$ cat src/hdl/clx_pkg.sv
// shared types, token class codes and the keyword rom for the lexer
// used by clx_front, clx_fifo, clx_back and c_lexer_with_symbol_table
package clx_pkg;

  localparam int SymbolDepthDef  = 64;
  localparam int LexemeCharsDef  = 8;
  localparam int KeywordCountDef = 24;
  localparam int KwRomDepth      = 32;
  localparam int QueueDepth      = 4;

  localparam logic [3:0] CLS_KEYWORD  = 4'd0;
  localparam logic [3:0] CLS_IDENT    = 4'd1;
  localparam logic [3:0] CLS_NUMBER   = 4'd2;
  localparam logic [3:0] CLS_RELOP    = 4'd3;
  localparam logic [3:0] CLS_DELIM    = 4'd4;
  localparam logic [3:0] CLS_OPER     = 4'd5;
  localparam logic [3:0] CLS_FMT      = 4'd6;
  localparam logic [3:0] CLS_UNKNOWN  = 4'd7;
  localparam logic [3:0] CLS_INVALID  = 4'd8;
  localparam logic [3:0] CLS_OPEN_CMT = 4'd9;

  // lexeme handed from the scanner to the lookup side
  typedef struct packed {
    logic [3:0]  cls;
    logic [63:0] text;
    logic [3:0]  len;
    logic        trunc;
    logic        last;
  } tok_t;

  // one finished result
  typedef struct packed {
    logic        last;
    logic        full;
    logic        added;
    logic [5:0]  slot;
    logic [4:0]  kw;
    logic        trunc;
    logic [3:0]  len;
    logic [63:0] text;
    logic [3:0]  cls;
  } res_t;

  // keyword text, first character in the high byte, and its length
  function automatic void kw_raw(input logic [4:0] idx, output logic [63:0] lit,
                                 output logic [3:0] len);
    begin
      lit = '0;
      len = 4'd0;
      case (idx)
        5'd0:  begin lit = 64'("int");      len = 4'd3; end
        5'd1:  begin lit = 64'("while");    len = 4'd5; end
        5'd2:  begin lit = 64'("break");    len = 4'd5; end
        5'd3:  begin lit = 64'("for");      len = 4'd3; end
        5'd4:  begin lit = 64'("do");       len = 4'd2; end
        5'd5:  begin lit = 64'("if");       len = 4'd2; end
        5'd6:  begin lit = 64'("float");    len = 4'd5; end
        5'd7:  begin lit = 64'("char");     len = 4'd4; end
        5'd8:  begin lit = 64'("switch");   len = 4'd6; end
        5'd9:  begin lit = 64'("double");   len = 4'd6; end
        5'd10: begin lit = 64'("short");    len = 4'd5; end
        5'd11: begin lit = 64'("long");     len = 4'd4; end
        5'd12: begin lit = 64'("unsigned"); len = 4'd8; end
        5'd13: begin lit = 64'("sizeof");   len = 4'd6; end
        5'd14: begin lit = 64'("else");     len = 4'd4; end
        5'd15: begin lit = 64'("register"); len = 4'd8; end
        5'd16: begin lit = 64'("extern");   len = 4'd6; end
        5'd17: begin lit = 64'("static");   len = 4'd6; end
        5'd18: begin lit = 64'("auto");     len = 4'd4; end
        5'd19: begin lit = 64'("case");     len = 4'd4; end
        5'd20: begin lit = 64'("break");    len = 4'd5; end
        5'd21: begin lit = 64'("volatile"); len = 4'd8; end
        5'd22: begin lit = 64'("enum");     len = 4'd4; end
        5'd23: begin lit = 64'("typedef");  len = 4'd7; end
        default: begin lit = '0; len = 4'd0; end
      endcase
    end
  endfunction

  // keyword text with the first character in the low byte
  function automatic logic [63:0] kw_word(input logic [4:0] idx);
    logic [63:0] lit;
    logic [3:0]  len;
    logic [63:0] w;
    begin
      kw_raw(idx, lit, len);
      w = '0;
      for (int k = 0; k < 8; k++) begin
        if (k < int'(len)) w[8*k +: 8] = lit[8*(int'(len) - 1 - k) +: 8];
      end
      return w;
    end
  endfunction

  function automatic logic [3:0] kw_len(input logic [4:0] idx);
    logic [63:0] lit;
    logic [3:0]  len;
    begin
      kw_raw(idx, lit, len);
      return len;
    end
  endfunction

endpackage

$ cat src/hdl/c_lexer_with_symbol_table.sv
// top level of the lexer: scanner front, token queue, lookup back
// depends on clx_pkg, clx_front, clx_fifo, clx_back
//
//  channel | ports        | tdata / tuser
//  input   | in_t*        | tdata: char_code[7:0]; tuser: kind
//  result  | out_t*       | tdata: class, text, length, truncated, keyword,
//          |              |        slot, added, full; tlast: last_result
//
// a byte is taken when both pending token slots of the scanner are empty;
// the slots drain into the token queue while it has room.
// an identifier is searched in the lookup side: one entry of the symbol
// memory is read per cycle through its single read port. reset is
// synchronous and active low and empties the symbol table; either side may
// stall without loss.
module c_lexer_with_symbol_table #(
  parameter int SYMBOL_DEPTH  = clx_pkg::SymbolDepthDef,
  parameter int LEXEME_CHARS  = clx_pkg::LexemeCharsDef,
  parameter int KEYWORD_COUNT = clx_pkg::KeywordCountDef
) (
  input  logic        clk,
  input  logic        rst_n,
  input  logic        in_tvalid,
  output logic        in_tready,
  input  logic [7:0]  in_tdata,   // char_code[7:0]
  input  logic        in_tuser,   // kind
  output logic        out_tvalid,
  input  logic        out_tready,
  // token_class[3:0], lexeme_text[67:4], lexeme_length[71:68],
  // lexeme_truncated[72], keyword_number[77:73], symbol_slot[83:78],
  // symbol_added[84], table_full[85], zero pad[87:86]
  output logic [87:0] out_tdata,
  output logic        out_tlast
);
  import clx_pkg::*;

  logic push, q_full, q_pop, q_empty;
  tok_t push_tok, q_tok;
  res_t res;

  clx_front #(.LEXEME_CHARS(LEXEME_CHARS)) u_front (
    .clk, .rst_n, .in_valid(in_tvalid), .in_ready(in_tready), .in_kind(in_tuser),
    .in_char(in_tdata), .push, .push_tok, .q_full
  );

  clx_fifo u_fifo (
    .clk, .rst_n, .push, .push_tok, .full(q_full), .pop(q_pop), .pop_tok(q_tok),
    .empty(q_empty)
  );

  clx_back #(.SYMBOL_DEPTH(SYMBOL_DEPTH), .KEYWORD_COUNT(KEYWORD_COUNT)) u_back (
    .clk, .rst_n, .q_empty, .q_tok, .q_pop, .out_valid(out_tvalid),
    .out_ready(out_tready), .out_res(res)
  );

  // pack the result beat
  assign out_tdata = {2'b00, res.full, res.added, res.slot, res.kw, res.trunc, res.len,
                      res.text, res.cls};
  assign out_tlast = res.last;

endmodule

$ cat src/hdl/clx_front.sv
// scanner: takes source bytes, tracks the lexeme and emits up to two tokens
// per beat into the token queue; depends on clx_pkg
module clx_front #(
  parameter int LEXEME_CHARS = clx_pkg::LexemeCharsDef
) (
  input  logic           clk,
  input  logic           rst_n,
  input  logic           in_valid,
  output logic           in_ready,
  input  logic           in_kind,
  input  logic [7:0]     in_char,
  output logic           push,
  output clx_pkg::tok_t  push_tok,
  input  logic           q_full
);
  import clx_pkg::*;

  typedef enum logic [2:0] {
    S_IDLE, S_IDENT, S_NUMBER, S_RELOP, S_SLASH, S_COMMENT, S_CSTAR, S_OPFMT
  } scan_t;

  scan_t       st_r, st_nxt;
  logic [63:0] buf_r, buf_nxt;
  logic [3:0]  cnt_r, cnt_nxt;
  logic        ovf_r, ovf_nxt;
  tok_t        p0_r, p0_nxt, p1_r, p1_nxt;
  logic        p0v_r, p0v_nxt, p1v_r, p1v_nxt;

  logic        acc, alpha, digit;
  logic [63:0] ap_buf;
  logic [3:0]  ap_cnt;
  logic        ap_ovf;
  tok_t        fl_tok, fa_tok, id_tok, ta, tb;
  logic        fl_v, fa_v, id_v, ta_v, tb_v;
  scan_t       id_st;
  logic [63:0] id_buf;
  logic [3:0]  id_cnt;

  // token for the lexeme pending in a given scanner state
  function automatic void flush_tok(input scan_t st, input logic [63:0] b,
                                    input logic [3:0] n, input logic o,
                                    output tok_t t, output logic v);
    begin
      t = '{cls: CLS_NUMBER, text: b, len: n, trunc: o, last: 1'b0};
      v = 1'b1;
      case (st)
        S_IDENT:  t.cls = CLS_IDENT;
        S_NUMBER: t.cls = CLS_NUMBER;
        S_RELOP:  t.cls = CLS_RELOP;
        S_OPFMT:  t.cls = CLS_OPER;
        S_SLASH:  t = '{cls: CLS_INVALID, text: 64'h2f, len: 4'd1, trunc: 1'b0,
                        last: 1'b0};
        S_COMMENT, S_CSTAR:
          t = '{cls: CLS_OPEN_CMT, text: '0, len: 4'd0, trunc: 1'b0, last: 1'b0};
        default:  v = 1'b0;
      endcase
    end
  endfunction

  assign acc      = in_valid && in_ready;
  assign in_ready = !p0v_r && !p1v_r;
  assign alpha    = ((in_char | 8'h20) >= 8'h61) && ((in_char | 8'h20) <= 8'h7a);
  assign digit    = (in_char >= 8'h30) && (in_char <= 8'h39);

  // append the byte to the current lexeme
  always_comb begin
    ap_buf = buf_r;
    ap_cnt = cnt_r;
    ap_ovf = ovf_r;
    if (int'(cnt_r) < LEXEME_CHARS) begin
      for (int k = 0; k < 8; k++) begin
        if (k == int'(cnt_r)) ap_buf[8*k +: 8] = in_char;
      end
      ap_cnt = cnt_r + 4'd1;
    end else begin
      ap_ovf = 1'b1;
    end
  end

  // classify the byte as a fresh start from idle
  always_comb begin
    id_st  = S_IDLE;
    id_buf = {56'd0, in_char};
    id_cnt = 4'd1;
    id_v   = 1'b0;
    id_tok = '{cls: CLS_UNKNOWN, text: {56'd0, in_char}, len: 4'd1, trunc: 1'b0,
               last: 1'b0};
    if (alpha) begin
      id_st = S_IDENT;
    end else if (digit) begin
      id_st = S_NUMBER;
    end else begin
      case (in_char)
        8'h21, 8'h3d, 8'h3c, 8'h3e: id_st = S_RELOP;
        8'h2f: begin
          id_st  = S_SLASH;
          id_buf = '0;
          id_cnt = 4'd0;
        end
        8'h20, 8'h09, 8'h0a: begin
          id_buf = '0;
          id_cnt = 4'd0;
        end
        8'h28, 8'h29, 8'h2c, 8'h7b, 8'h7d, 8'h3b, 8'h22: begin
          id_v       = 1'b1;
          id_tok.cls = CLS_DELIM;
          id_buf     = '0;
          id_cnt     = 4'd0;
        end
        8'h25, 8'h2b, 8'h2d, 8'h2a, 8'h26: id_st = S_OPFMT;
        default: begin
          id_v   = 1'b1;
          id_buf = '0;
          id_cnt = 4'd0;
        end
      endcase
    end
  end

  // scanner step: up to two tokens in order
  always_comb begin
    flush_tok(st_r, buf_r, cnt_r, ovf_r, fl_tok, fl_v);
    flush_tok(st_r, ap_buf, ap_cnt, ap_ovf, fa_tok, fa_v);
    st_nxt  = st_r;
    buf_nxt = buf_r;
    cnt_nxt = cnt_r;
    ovf_nxt = ovf_r;
    ta = fl_tok;
    ta_v = 1'b0;
    tb = id_tok;
    tb_v = 1'b0;
    if (in_kind) begin
      ta_v = fl_v;
      st_nxt = S_IDLE;
      buf_nxt = '0;
      cnt_nxt = 4'd0;
      ovf_nxt = 1'b0;
    end else begin
      // default path: pending lexeme out, byte rescanned from idle
      ta_v    = fl_v;
      tb_v    = id_v;
      st_nxt  = id_st;
      buf_nxt = id_buf;
      cnt_nxt = id_cnt;
      ovf_nxt = 1'b0;
      case (st_r)
        S_IDENT: begin
          if (alpha || digit) begin
            ta_v = 1'b0; tb_v = 1'b0;
            st_nxt = st_r; buf_nxt = ap_buf; cnt_nxt = ap_cnt; ovf_nxt = ap_ovf;
          end
        end
        S_NUMBER: begin
          if (digit || in_char == 8'h2e) begin
            ta_v = 1'b0; tb_v = 1'b0;
            st_nxt = st_r; buf_nxt = ap_buf; cnt_nxt = ap_cnt; ovf_nxt = ap_ovf;
          end
        end
        S_RELOP: begin
          if (in_char == 8'h3d) begin
            ta = fa_tok; ta_v = fa_v; tb_v = 1'b0;
            st_nxt = S_IDLE; buf_nxt = '0; cnt_nxt = 4'd0;
          end
        end
        S_SLASH: begin
          if (in_char == 8'h2a) begin
            ta_v = 1'b0; tb_v = 1'b0; st_nxt = S_COMMENT;
          end
        end
        S_COMMENT: begin
          ta_v = 1'b0; tb_v = 1'b0;
          st_nxt = (in_char == 8'h2a) ? S_CSTAR : S_COMMENT;
        end
        S_CSTAR: begin
          ta_v = 1'b0; tb_v = 1'b0;
          if (in_char == 8'h2a) st_nxt = S_CSTAR;
          else if (in_char == 8'h2f) st_nxt = S_IDLE;
          else st_nxt = S_COMMENT;
        end
        S_OPFMT: begin
          if (in_char == 8'h64 || in_char == 8'h66) begin
            ta = fa_tok; ta.cls = CLS_FMT; ta_v = fa_v; tb_v = 1'b0;
            st_nxt = S_IDLE; buf_nxt = '0; cnt_nxt = 4'd0;
          end
        end
        default: ;
      endcase
    end
  end

  // pending token slots, drained one a cycle into the queue while it is not full
  always_comb begin
    p0_nxt  = p0_r;
    p1_nxt  = p1_r;
    p0v_nxt = p0v_r;
    p1v_nxt = p1v_r;
    if (acc) begin
      if (ta_v) begin
        p0_nxt = ta; p0_nxt.last = !tb_v;
        p1_nxt = tb; p1_nxt.last = 1'b1;
        p0v_nxt = 1'b1; p1v_nxt = tb_v;
      end else begin
        p0_nxt = tb; p0_nxt.last = 1'b1;
        p0v_nxt = tb_v; p1v_nxt = 1'b0;
      end
    end else if (p0v_r && !q_full) begin
      p0_nxt  = p1_r;
      p0v_nxt = p1v_r;
      p1v_nxt = 1'b0;
    end
  end

  assign push     = p0v_r && !q_full;
  assign push_tok = p0_r;

  always_ff @(posedge clk) begin
    if (!rst_n) begin
      st_r  <= S_IDLE;
      buf_r <= '0;
      cnt_r <= 4'd0;
      ovf_r <= 1'b0;
      p0v_r <= 1'b0;
      p1v_r <= 1'b0;
    end else begin
      if (acc) begin
        st_r  <= st_nxt;
        buf_r <= buf_nxt;
        cnt_r <= cnt_nxt;
        ovf_r <= ovf_nxt;
      end
      p0v_r <= p0v_nxt;
      p1v_r <= p1v_nxt;
    end
    p0_r <= p0_nxt;
    p1_r <= p1_nxt;
  end

endmodule

$ cat src/hdl/clx_fifo.sv
// short token queue between scanner and lookup side
// depends on clx_pkg for the token type and depth
module clx_fifo (
  input  logic          clk,
  input  logic          rst_n,
  input  logic          push,
  input  clx_pkg::tok_t push_tok,
  output logic          full,
  input  logic          pop,
  output clx_pkg::tok_t pop_tok,
  output logic          empty
);
  import clx_pkg::*;

  localparam int PW = $clog2(QueueDepth);

  tok_t          mem_r [QueueDepth];
  logic [PW-1:0] wp_r, rp_r;
  logic [PW:0]   cnt_r;

  assign full    = (cnt_r == (PW+1)'(QueueDepth));
  assign empty   = (cnt_r == '0);
  assign pop_tok = mem_r[rp_r];

  // pointers and fill count
  always_ff @(posedge clk) begin
    if (!rst_n) begin
      wp_r  <= '0;
      rp_r  <= '0;
      cnt_r <= '0;
    end else begin
      if (push) wp_r <= wp_r + 1'b1;
      if (pop) rp_r <= rp_r + 1'b1;
      cnt_r <= cnt_r + (PW+1)'(push) - (PW+1)'(pop);
    end
    if (push) mem_r[wp_r] <= push_tok;
  end

endmodule

$ cat src/hdl/clx_back.sv
// lookup side: keyword match, symbol table search and insert, result register
// depends on clx_pkg
module clx_back #(
  parameter int SYMBOL_DEPTH  = clx_pkg::SymbolDepthDef,
  parameter int KEYWORD_COUNT = clx_pkg::KeywordCountDef
) (
  input  logic          clk,
  input  logic          rst_n,
  input  logic          q_empty,
  input  clx_pkg::tok_t q_tok,
  output logic          q_pop,
  output logic          out_valid,
  input  logic          out_ready,
  output clx_pkg::res_t out_res
);
  import clx_pkg::*;

  localparam int AW = (SYMBOL_DEPTH > 1) ? $clog2(SYMBOL_DEPTH) : 1;
  localparam int CW = $clog2(SYMBOL_DEPTH + 1);

  typedef enum logic [1:0] {B_IDLE, B_KW, B_SRCH, B_EMIT} bst_t;

  bst_t          st_r;
  tok_t          tok_r;
  res_t          res_r, ores_r;
  logic          ov_r;
  logic [63:0]   sym_mem [SYMBOL_DEPTH];
  logic [63:0]   rdata_r;
  logic [CW-1:0] scnt_r, j_r, cidx_r;
  logic          cvld_r;
  logic          kw_hit;
  logic [4:0]    kw_idx;
  logic          out_free;

  assign out_free  = !ov_r || out_ready;
  assign q_pop     = (st_r == B_IDLE) && !q_empty;
  assign out_valid = ov_r;
  assign out_res   = ores_r;

  // first keyword in the rom that equals the lexeme
  always_comb begin
    kw_hit = 1'b0;
    kw_idx = 5'd0;
    for (int i = KwRomDepth - 1; i >= 0; i--) begin
      if (i < KEYWORD_COUNT && kw_len(5'(i)) != 4'd0 && kw_len(5'(i)) == tok_r.len
          && kw_word(5'(i)) == tok_r.text) begin
        kw_hit = 1'b1;
        kw_idx = 5'(i);
      end
    end
  end

  // symbol memory, one read and one write port
  always_ff @(posedge clk) begin
    rdata_r <= sym_mem[j_r[AW-1:0]];
    if (st_r == B_SRCH && !(cvld_r && rdata_r == tok_r.text) && j_r >= scnt_r
        && !cvld_r && scnt_r < CW'(SYMBOL_DEPTH))
      sym_mem[scnt_r[AW-1:0]] <= tok_r.text;
  end

  // lookup sequencer and result register
  always_ff @(posedge clk) begin
    if (!rst_n) begin
      st_r   <= B_IDLE;
      ov_r   <= 1'b0;
      scnt_r <= '0;
      cvld_r <= 1'b0;
      j_r    <= '0;
    end else begin
      if (st_r == B_EMIT && out_free) ov_r <= 1'b1;
      else if (out_ready) ov_r <= 1'b0;
      case (st_r)
        B_IDLE: begin
          if (!q_empty) begin
            tok_r <= q_tok;
            res_r <= '{last: q_tok.last, full: 1'b0, added: 1'b0, slot: '0,
                       kw: '0, trunc: q_tok.trunc, len: q_tok.len,
                       text: q_tok.text, cls: q_tok.cls};
            st_r  <= (q_tok.cls == CLS_IDENT) ? B_KW : B_EMIT;
          end
        end
        B_KW: begin
          j_r    <= '0;
          cvld_r <= 1'b0;
          if (!tok_r.trunc && kw_hit) begin
            res_r.cls <= CLS_KEYWORD;
            res_r.kw  <= kw_idx;
            st_r      <= B_EMIT;
          end else begin
            st_r <= B_SRCH;
          end
        end
        B_SRCH: begin
          if (cvld_r && rdata_r == tok_r.text) begin
            res_r.slot <= 6'(cidx_r);
            st_r       <= B_EMIT;
          end else if (j_r < scnt_r) begin
            cvld_r <= 1'b1;
            cidx_r <= j_r;
            j_r    <= j_r + 1'b1;
          end else if (cvld_r) begin
            cvld_r <= 1'b0;
          end else begin
            if (scnt_r < CW'(SYMBOL_DEPTH)) begin
              res_r.slot  <= 6'(scnt_r);
              res_r.added <= 1'b1;
              scnt_r      <= scnt_r + 1'b1;
            end else begin
              res_r.full <= 1'b1;
            end
            st_r <= B_EMIT;
          end
        end
        B_EMIT: begin
          if (out_free) begin
            ores_r <= res_r;
            st_r   <= B_IDLE;
          end
        end
        default: st_r <= B_IDLE;
      endcase
    end
  end

endmodule
$ cat config.mk
export PLATFORM = sky130hd
export DESIGN_NAME = c_lexer_with_symbol_table
export DESIGN_NICKNAME = d
export VERILOG_FILES = /design/src/hdl/clx_pkg.sv /design/src/hdl/c_lexer_with_symbol_table.sv /design/src/hdl/clx_front.sv /design/src/hdl/clx_fifo.sv /design/src/hdl/clx_back.sv
export SDC_FILE = /design/constraint.sdc
export NUM_CORES = 2
export LEC_CHECK = 0
export CAP_MARGIN = 20
export CORE_UTILIZATION = 30
export CTS_CLUSTER_SIZE = 8
export DETAILED_ROUTE_END_ITERATION = 8
export DONT_BUFFER_PORTS = 1
export GPL_ROUTABILITY_DRIVEN = 0
export PLACE_DENSITY = 0.44
export SETUP_SLACK_MARGIN = 0.4
export SLEW_MARGIN = 20
export SYNTH_ARGS = -nofsm -noshare
export SYNTH_HDL_FRONTEND = slang
export SYNTH_HIERARCHICAL = 1
export SYNTH_MEMORY_MAX_BITS = 65536
export SYNTH_SLANG_ARGS = --single-unit
$ cat constraint.sdc
create_clock -name clk -period 16.1 [get_ports clk]
set_input_delay 3.22 -clock clk [delete_from_list [all_inputs] [get_ports clk]]
set_output_delay 3.22 -clock clk [all_outputs]
set_load 0.1 [all_outputs]
==> out/qor.yml <==
status: "completed"
numCtsBuffers: 676
ir_worst_vdd_mv: 0.125
ctsHoldBuffers: 0
dp_hpwl_um: 324000
ios: 104
p_per_area_nw_per_um2: 144
avgRoutedWirePerCell_um: 35.4
antenna_found_initial: 47
overflow: 0
top_usage_layer: "met2"
grt_pass1_wl_um: 806000
rows: 286
layout_commonest_cell: "edfxtp_1"
slew_headroom_pct: 18.4
syn_inst: 7737
synth_edf_count: 4655
timing.final.crit_share_pct: 44.3
io_buffers: 0
hold_class: "reg2reg"
ys_seq_elements: 4820
areaGrowthSynthToFinish_pct: 17.2
cts_buffer_depth: 4
vias: 89300
postCtsSetupRepairBufs: 0
insertion_delay_ns: 1.08
cts_resized: 0
finalClockSkew_ns: 0.0671
ant_nets: 0
via_per_inst: 5.30
die_w_um: 784
cts_tree: "built"
cts_max_level: 6
period_needed_ns: 7.13
clk_pin_slew_worst_paths_ns: 0.05
syn_area_per_cell_um2: 23.7
start_kind: "flop"
cts-root-buf: "clkbuf_16"
grt_pass1_vias: 92200
tns_ns: 0
leakagePower_uw: 0.0637
drive_above_1_share_pct: 30.0
layout_common_cells: "edfxtp_1, mux4_2, clkbuf_16"
rsz0062_at_grt: "false"
clock-sinks: 4820
core_area_um2: 608000
grt_max_degree: 131
met2_usage_pct: 31.4
synth_ff_type: "edfxtp_1"
max_cap_viol_count: 0
drcViolationCount: 0
slew_viol_final: 0
worstPathMaxFanout: 46
grt_use_met1_pct: 26.1
die_area_um2: 615000
wirelength_um: 596000
synthArstFlopShare_pct: 0
worst_ep_required_time_ns: 17.04
seq_area_frac_synth_pct: 78.0
endpoint_kind: "flop"
finalSetupViolCount: 0
grt_util_all_layers_pct: 19.0
hold_ws_ns: 0.427
die_height_um: 784
synth_largest_area_cell: "edfxtp_1"
hold_viol_final: 0
cp.arrival_ns: 8.07
yosysWarnings: 6
drt_iter0_drc: 10500
worst_pin_slew_ns: 1.22
ys_types: 101
drt_first_pass_iters: 8
path_class: "reg2reg"
synthTopCellsByArea: "edfxtp_1, mux4_2, dfxtp_1, clkbuf_1, nor2_1"
netlist_area_um2: 183000
fin_nets: 8391
max_freq_mhz: 140
met3_usage_pct: 3.10
synth_top_area_share_pct: 76.2
start_util_pct: 30.2
[cell families after synthesis]
group | count (synthesis) | share of synthesized area, %
AOI/OAI and AO/OA | 283 | 1.09
muxes | 1441 | 17.5
DFF | 4820 | 78.0
adders and majority gates | 24 | 0.168
and+or+nand+nor | 669 | 1.98
buffers and inverters | 444 | 0.976
other | 1 | 0.00204
xor gates and xnor gates | 55 | 0.271
[final cells by class]
| class | instances | area, um^2 |
|---|---|---|
| Fill cell | 55400 | 393000 |
| Clock inverter | 54 | 1120 |
| Antenna cell | 18 | 45.0 |
| Tap cell | 8064 | 10100 |
| Multi-Input combinational cell | 2474 | 39200 |
| Inverter | 55 | 214 |
| Timing Repair Buffer | 327 | 2680 |
| Sequential cell | 4820 | 143000 |
| Clock buffer | 1040 | 18500 |
[registers in the layout (all words and copies together) (netlist names), 3 cells and up, named ones only]
register and count:
u_back/cidx_r 6, u_fifo/cnt_r 3, u_back/rdata_r 64, u_front/buf_r 64, u_fifo/mem_r 296, u_back/sym_mem 4096
u_front/push_tok 74, u_front/cnt_r 4, u_back/tok_r 5, u_back/scnt_r 7, u_front/st_r 3, u_back/j_r 7
u_back/out_res 87, u_back/res_r 82, u_front/p1_r 9
[stage by stage]
step	util [%]	power (uW)	instance area, um^2	setup WS [ns]	instances
floorplan	-	16500	183000	8.20	7738
global placement	32.1	17900	195000	8.65	15700
detailed placement	32.1	17900	195000	8.57	15700
CTS	35.3	31300	215000	8.56	16800
global route	35.4	31800	215000	8.23	16800
finish	35.4	30900	215000	8.97	16900
[where the power goes]
| part | internal, uW | switching (uW) |
|---|---|---|
| clock | 7880 | 5380 |
| sequential | 14700 | 398 |
| combinational | 701 | 1850 |
[synthesized netlist by cell type, drive strengths merged, types with 14 or more instances]
master	instances
a21oi	66
a22o	15
and2	21
buf	127
clkbuf	262
dfxtp	165
edfxtp	4655
ha	23
inv	55
mux2i	23
mux4	1418
nand2	160
nand2b	15
nand3	44
nand4	51
nor2	188
nor2b	24
nor3	18
nor3b	14
nor4	27
nor4b	15
o21ai	50
o22ai	61
or4	15
xnor2	30
xor2	24
[path summary, 6_finish.rpt]
kind	startpoint	to	slack [ns]	depth (start not counted)
min	u_front/buf_r[39]$_SDFFE_PN0P_	u_front/buf_r[39]$_SDFFE_PN0P_	0.43	2
max reg2reg	u_back/j_r[0]$_SDFFE_PN0P_	u_back/rdata_r[27]$_DFF_P_	8.97	8
min reg2reg	u_front/buf_r[39]$_SDFFE_PN0P_	u_front/buf_r[39]$_SDFFE_PN0P_	0.43	2
max	u_back/j_r[0]$_SDFFE_PN0P_	u_back/rdata_r[27]$_DFF_P_	8.97	8
[worst max-delay path, cell delays in order, from the launching register on]
cell,delay [ns]
dfxtp_4,1.00
buf_4,0.83
buf_4,0.80
buf_4,0.89
buf_4,0.81
buf_4,0.80
mux4_2,0.62
mux4_2,0.54
mux4_2,0.49
[routing by layer]
metal  vias to the layer above  wire length, um
li1                      34600                -
met1                     50300           253000
met2                      3539           291000
met3                       850            36500
met4                         0            15400
met5                         -                0
(Power assumes the default switching activity.)
